**src/design/spd_pkg.sv**
```systemverilog
// Package for the slotted page directory: field widths, page geometry,
// opcode and status codes, and the stage-one record type. No dependencies.
`default_nettype none

package spd_pkg;

  // Page geometry
  localparam int PAGE_BYTES    = 4096;
  localparam int HEADER_BYTES  = 32;
  localparam int SLOT_BYTES    = 8;
  localparam int RESERVE_SLOTS = 16;
  localparam int MAX_SLOTS_DEF = 512;

  // Field widths
  localparam int OPC_W  = 2;
  localparam int SIZE_W = 12;
  localparam int IDX_W  = 9;
  localparam int CAP_W  = 12;
  localparam int ST_W   = 2;
  localparam int SLOT_W = 9;
  localparam int OFF_W  = 13;
  localparam int LEN_W  = 12;
  localparam int FREE_W = 13;

  localparam int IN_TDATA_W  = 40;
  localparam int OUT_TDATA_W = 56;
  localparam int ENTRY_W     = OFF_W + LEN_W;

  // Free space right after a clear: page less header and slot reserve
  localparam int USED_INIT = HEADER_BYTES + RESERVE_SLOTS * SLOT_BYTES;
  localparam int FREE_INIT = (PAGE_BYTES > USED_INIT) ? PAGE_BYTES - USED_INIT : 0;

  typedef enum logic [OPC_W-1:0] {
    OP_INSERT = 2'd0,
    OP_GET    = 2'd1,
    OP_CLEAR  = 2'd2
  } op_t;

  typedef enum logic [ST_W-1:0] {
    ST_OK        = 2'd0,
    ST_FULL      = 2'd1,
    ST_NOT_FOUND = 2'd2,
    ST_SMALL     = 2'd3
  } status_t;

  // Decoded request held between the directory stage and the response stage
  typedef struct packed {
    status_t            status;
    logic [SLOT_W-1:0]  slot;
    logic [OFF_W-1:0]   offset;
    logic [LEN_W-1:0]   length;
    logic [FREE_W-1:0]  free;
    logic               from_ram;
    logic [CAP_W-1:0]   cap;
  } s1_t;

endpackage

`default_nettype wire

```
**src/design/spd_resp.sv**
```systemverilog
// Response stage: merges slot RAM data for gets, checks buffer size,
// and holds the result in the output register. Depends on spd_pkg.
`default_nettype none

module spd_resp (
  input  wire logic                           clk,
  input  wire logic                           rst_n,
  input  wire logic                           s1_valid,
  input  wire spd_pkg::s1_t                   s1,
  input  wire logic [spd_pkg::ENTRY_W-1:0]    ram_rdata,
  input  wire logic                           out_tready,
  output logic                                out_tvalid,
  output logic [spd_pkg::OUT_TDATA_W-1:0]     out_tdata,
  output logic                                take
);

  import spd_pkg::*;

  localparam int PAD_W = OUT_TDATA_W - (ST_W + SLOT_W + OFF_W + LEN_W + FREE_W);

  logic                   out_valid_r;
  logic [OUT_TDATA_W-1:0] out_data_r, out_data_nxt;
  status_t                st;
  logic [OFF_W-1:0]       off;
  logic [LEN_W-1:0]       len;

  // output register free or draining this cycle
  assign take = !out_valid_r || out_tready;

  // final fields: gets that hit take offset and length from the slot RAM
  always_comb begin
    st  = s1.status;
    off = s1.offset;
    len = s1.length;
    if (s1.from_ram) begin
      off = ram_rdata[ENTRY_W-1:LEN_W];
      len = ram_rdata[LEN_W-1:0];
      st  = (s1.cap < ram_rdata[LEN_W-1:0]) ? ST_SMALL : ST_OK;
    end
    out_data_nxt = {PAD_W'(0), s1.free, len, off, s1.slot, st};
  end

  always_ff @(posedge clk) begin
    if (!rst_n) begin
      out_valid_r <= 1'b0;
    end else if (take) begin
      out_valid_r <= s1_valid;
    end
  end

  always_ff @(posedge clk) begin
    if (take && s1_valid) begin
      out_data_r <= out_data_nxt;
    end
  end

  assign out_tvalid = out_valid_r;
  assign out_tdata  = out_data_r;

endmodule

`default_nettype wire

```
**config.mk**
```make
export PLATFORM = sky130hd
export DESIGN_NAME = spd_resp
export DESIGN_NICKNAME = d
export VERILOG_FILES = /design/src/design/spd_pkg.sv /design/src/design/spd_resp.sv
export SDC_FILE = /design/constraint.sdc
export NUM_CORES = 1
export LEC_CHECK = 0
export BUFFER_PORTS_ARGS = -buffer_cell sky130_fd_sc_hd__clkbuf_2
export CAP_MARGIN = 30
export CELL_PAD_IN_SITES_DETAIL_PLACEMENT = 1
export CELL_PAD_IN_SITES_GLOBAL_PLACEMENT = 1
export CORE_AREA = 3 3 89 91
export CTS_CLUSTER_SIZE = 20
export DETAILED_ROUTE_END_ITERATION = 16
export DIE_AREA = 0 0 92 94
export GPL_TIMING_DRIVEN = 1
export PLACE_DENSITY = 0.84
export SYNTH_ARGS = -nofsm -noshare
export SYNTH_HDL_FRONTEND = slang
export SYNTH_SLANG_ARGS = --single-unit
```
**constraint.sdc**
```tcl
create_clock -name clk -period 2.4 [get_ports clk]
set_input_delay 0.36 -clock clk [delete_from_list [all_inputs] [get_ports clk]]
set_output_delay 0.36 -clock clk [all_outputs]
set_load 0.05 [all_outputs]
```
### After elaboration in Yosys (flattened, before gate mapping)

Cells that the tools add are included.

| cells by class | value |
|---|---|
| reduce and logical (&&, ||, !) cells | 3 |
| multiplexer cells | 4 |
| order comparisons | 1 |

Operators with widths:

| kind | count |
|---|---|
| 2-to-1 mux 13 bit | 1 |
| < comparator 12 bit | 1 |
| 2-to-1 mux 12 bit | 1 |
| 2-to-1 mux 2 bit | 2 |
| logical AND 1 bit | 1 |
| logical NOT 1 bit | 1 |
| logical OR 1 bit | 1 |

| word-level totals | value |
|---|---|
| register bits | 50 |
| output and inout port bits | 58 |

### Logic depth before layout (Yosys ltp)

| depth | value |
|---|---|
| depth after elaboration | 3 |
| gate-level depth with buffers | 6 |
| depth with buffers taken out | 6 |

### Worst setup path after synthesis

OpenSTA, ideal clock, no wires.

| timing path | value |
|---|---|
| path type | flip-flop to flip-flop |
| start | register out_valid_r (netlist: out_tvalid) |
| end | register out_data_r[0] (netlist: out_tdata[0]) (enable) |
| stages on the path, launching flop included | 3 |
| arrival | 2.219 ns |
| data required time | 1.989 ns |
| setup slack | -0.230 ns |
| period minus slack after synthesis | 2.630 ns |
| path buffers | 0 |
| path through | dfxtp_1 nand2b_1 and2_1 |

| on the way | value |
|---|---|
| cells in the longest elaborated chain, start to end | 3 |

RTL lines:

| item | line | RTL |
|---|---|---|
| from (decl) | spd_resp.sv:21 | `logic out_valid_r;` |
| from (signal assigned) | spd_resp.sv:47 | `out_valid_r <= s1_valid;` |
| logical NOT 1 bit | spd_resp.sv:28 | `assign take = !out_valid_r \|\| out_tready;` |
| logical OR 1 bit | spd_resp.sv:28 |  |
| named net take | spd_resp.sv:14 | `output logic take` |
| logical AND 1 bit | spd_resp.sv:52 | `if (take && s1_valid) begin` |
| to (signal assigned) | spd_resp.sv:53 | `out_data_r <= out_data_nxt;` |
| to (decl) | spd_resp.sv:22 | `logic [OUT_TDATA_W-1:0] out_data_r, out_data_nxt;` |

The timed path passes the listed nets, and every way through them passes these cells.
A chain may end at the register's enable or synchronous reset.

### Worst setup path in the final report

| timing path | value |
|---|---|
| start | input port ram_rdata[11] (netlist name) |
| end | register out_data_r[0] (netlist: out_tdata[0]) (data pin) |

| on the way | value |
|---|---|
| cells in the longest elaborated chain, start to end | 3 |

RTL lines:

| item | line | RTL |
|---|---|---|
| from (decl) | spd_resp.sv:10 | `input wire logic [spd_pkg::ENTRY_W-1:0] ram_rdata,` |
| < comparator 12 bit | spd_resp.sv:38 | `st = (s1.cap < ram_rdata[LEN_W-1:0]) ? ST_SMALL : ST_OK;` |
| 2-to-1 mux 2 bit | spd_resp.sv:38 |  |
| 2-to-1 mux 2 bit | spd_resp.sv:35 | `if (s1.from_ram) begin` |
| named net st[0] | spd_resp.sv:23 | `status_t st;` |

The timed path passes the listed nets, and every way through them passes these cells.

==> results.cfg <==
[status]
status = completed

[power]
p_leak_nw = 1.48
power_density_nw_per_um2 = 688
vdd_drop_max_uv = 213

[clock_network]
numCtsBuffers = 5
path_clk_slew_ns = 0.10
clk_latency_ns = 0.30
clockBufferDepth = 2
cts_sinks = 50
cts_tree = yes
post_cts_buffers = 0
clockRootBuffer = clkbuf_8
cts_resized = 0
cts_htree_levels = 2
cts_hold_buf = 0

[detailed_routing]
met1_length_microns = 2160
ant_nets = 0
drtIter0Drc = 25
first_pass_iters = 4
vias_per_cell = 4.33
drcViolationCount = 0
highest_layer = met5
routed_wl_microns = 5710
wl_per_cell_microns = 15.1
vias = 1632
wl_met2_microns = 2870
wl_met3_microns = 608

[timing]
timing.fmax_ghz = 0.668
drv_slew = 0
finalSetupViolCount = 0
rsz0062_at_grt = no
fin_crit_ns = 1.50
skew_ns = 0.00723
setup_tns_ns = 0
finalHoldViolCount = 0
post-route-period-util_pct = 62.4

[synthesis]
synth.cell_area_sq_um = 2200
yosys_most_used_dff = edfxtp_1
synth-edff-count = 49
async_flop_share_pct = 0
synth_top_area_share_pct = 66.7
synthCells = 131
synth_top_cell_by_area = edfxtp_1
synth-warning-count = 0
avgSynthCellArea_sq_um = 16.8
ys_ff_latch = 50
synth.area.top_cells = edfxtp_1, mux2_2, ha_1
yosysMostFrequentCell = edfxtp_1
synth.distinct_cells = 23
ys_seq_area_share_pct = 67.7
synth_common_cells = edfxtp_1, mux2_2, inv_1

[critical_path]
critical_path_class = in -> reg
crit_path_max_fanout = 3
required_ns = 2.44
arrival_ns = 1.53
setup.worst_path.end_class = flip-flop
critPathLaunchType = input port

[cells_and_area]
finalNetCount = 379
diodes = 0
area_growth_pct = 42.3
final_util_pct = 43.5
drive_gt1_share_pct = 65.5

[placed_design]
port_buffers = 141
gp_congestion = 0.646
dp_hpwl_microns = 4750

[grt]
grt_max_degree = 36
overflow = 0
grt_usage_pct = 12.7
grt_pass1_vias = 1729
grt_pass1_wl_microns = 8450
grt_antenna_before_repair = 1

[run]
cap_violations = 0

[die]
core_sq_um = 7210
row_count = 31
die_area_sq_um = 8650
dieWidth_microns = 92
initial_core_util_pct = 30.6
ios = 149
dieHeight_microns = 94

[hold_path]
hold_path.class = in -> reg
## routing by layer
layer  track usage, %  up-vias
met1             14.6      761
met3             5.13        9
li1                 -      761
met5                0        -
met4             3.34        2
met2             22.1       99
## power breakdown
part | internal, mW | leakage, nW | switching, mW
logic | 0.146 | 0.932 | 0.330
clock network | 0.343 | 0.0618 | 0.294
registers | 1.03 | 0.483 | 0.0160
total | 1.52 | 1.48 | 0.640
## critical path, cell delays in order
cell	delay (ns)
clkbuf_2	0.08
inv_1	0.04
ha_1	0.31
and4_4	0.24
nand3_2	0.09
a2111oi_2	0.26
o22ai_1	0.16
## state kept, by name (all words and copies together), names as in the netlist
signal      count
out_tdata      49
out_tvalid      1
## layout by cell type (no fill, tap or decap), types with 2 or more instances in the layout
cell / netlist / layout
a21oi_1: 2 / 2
clkbuf_2: 0 / 141
clkbuf_8: 0 / 6
conb_1: 1 / 7
edfxtp_1: 49 / 49
ha_1: 11 / 11
inv_1: 15 / 15
mux2_2: 25 / 25
nand2_1: 2 / 2
nand2b_1: 2 / 2
o22ai_1: 2 / 2
## area by class of cell
| type | count | area [sq um] |
|---|---|---|
| tap | 99 | 124 |
| timing repair buffer | 143 | 733 |
| clock inverter | 2 | 38.8 |
| sequential | 50 | 1490 |
| inverter | 15 | 56.3 |
| clock buffer | 6 | 82.6 |
| fill | 816 | 4080 |
| multi-input combinational | 62 | 611 |
## kinds of logic after synthesis
logic type	Yosys count	synth area share, %
buffers and inverters	25	5.73
other	1	0.170
AOI/OAI and AO/OA	11	4.65
DFF	50	67.7
adders and majority gates	11	6.24
and+or+nand+nor	8	2.78
muxes	25	12.8
## through the flow
step	setup WS, ns	power [mW]	hold WS (ns)	cells	area (sq um)
floorplan	0.274	1.40	0.459	137	2230
global placement	0.634	1.53	0.512	369	3020
detailed placement	0.580	1.55	0.534	369	3020
CTS	0.899	2.20	0.213	377	3140
global route	0.780	2.25	0.201	377	3140
finish	0.902	2.16	0.223	377	3140
## path summary, 6_finish.rpt
check,startpoint,endpoint,slack (ns),depth (start not counted)
max reg2reg,out_tvalid,out_tdata[43],0.96,3
max,ram_rdata[11],out_tdata[0],0.90,7
min reg2reg,out_tvalid,out_tvalid,0.54,2
min,s1[19],out_tdata[42],0.22,1
Power figures use the tool's default switching activity.
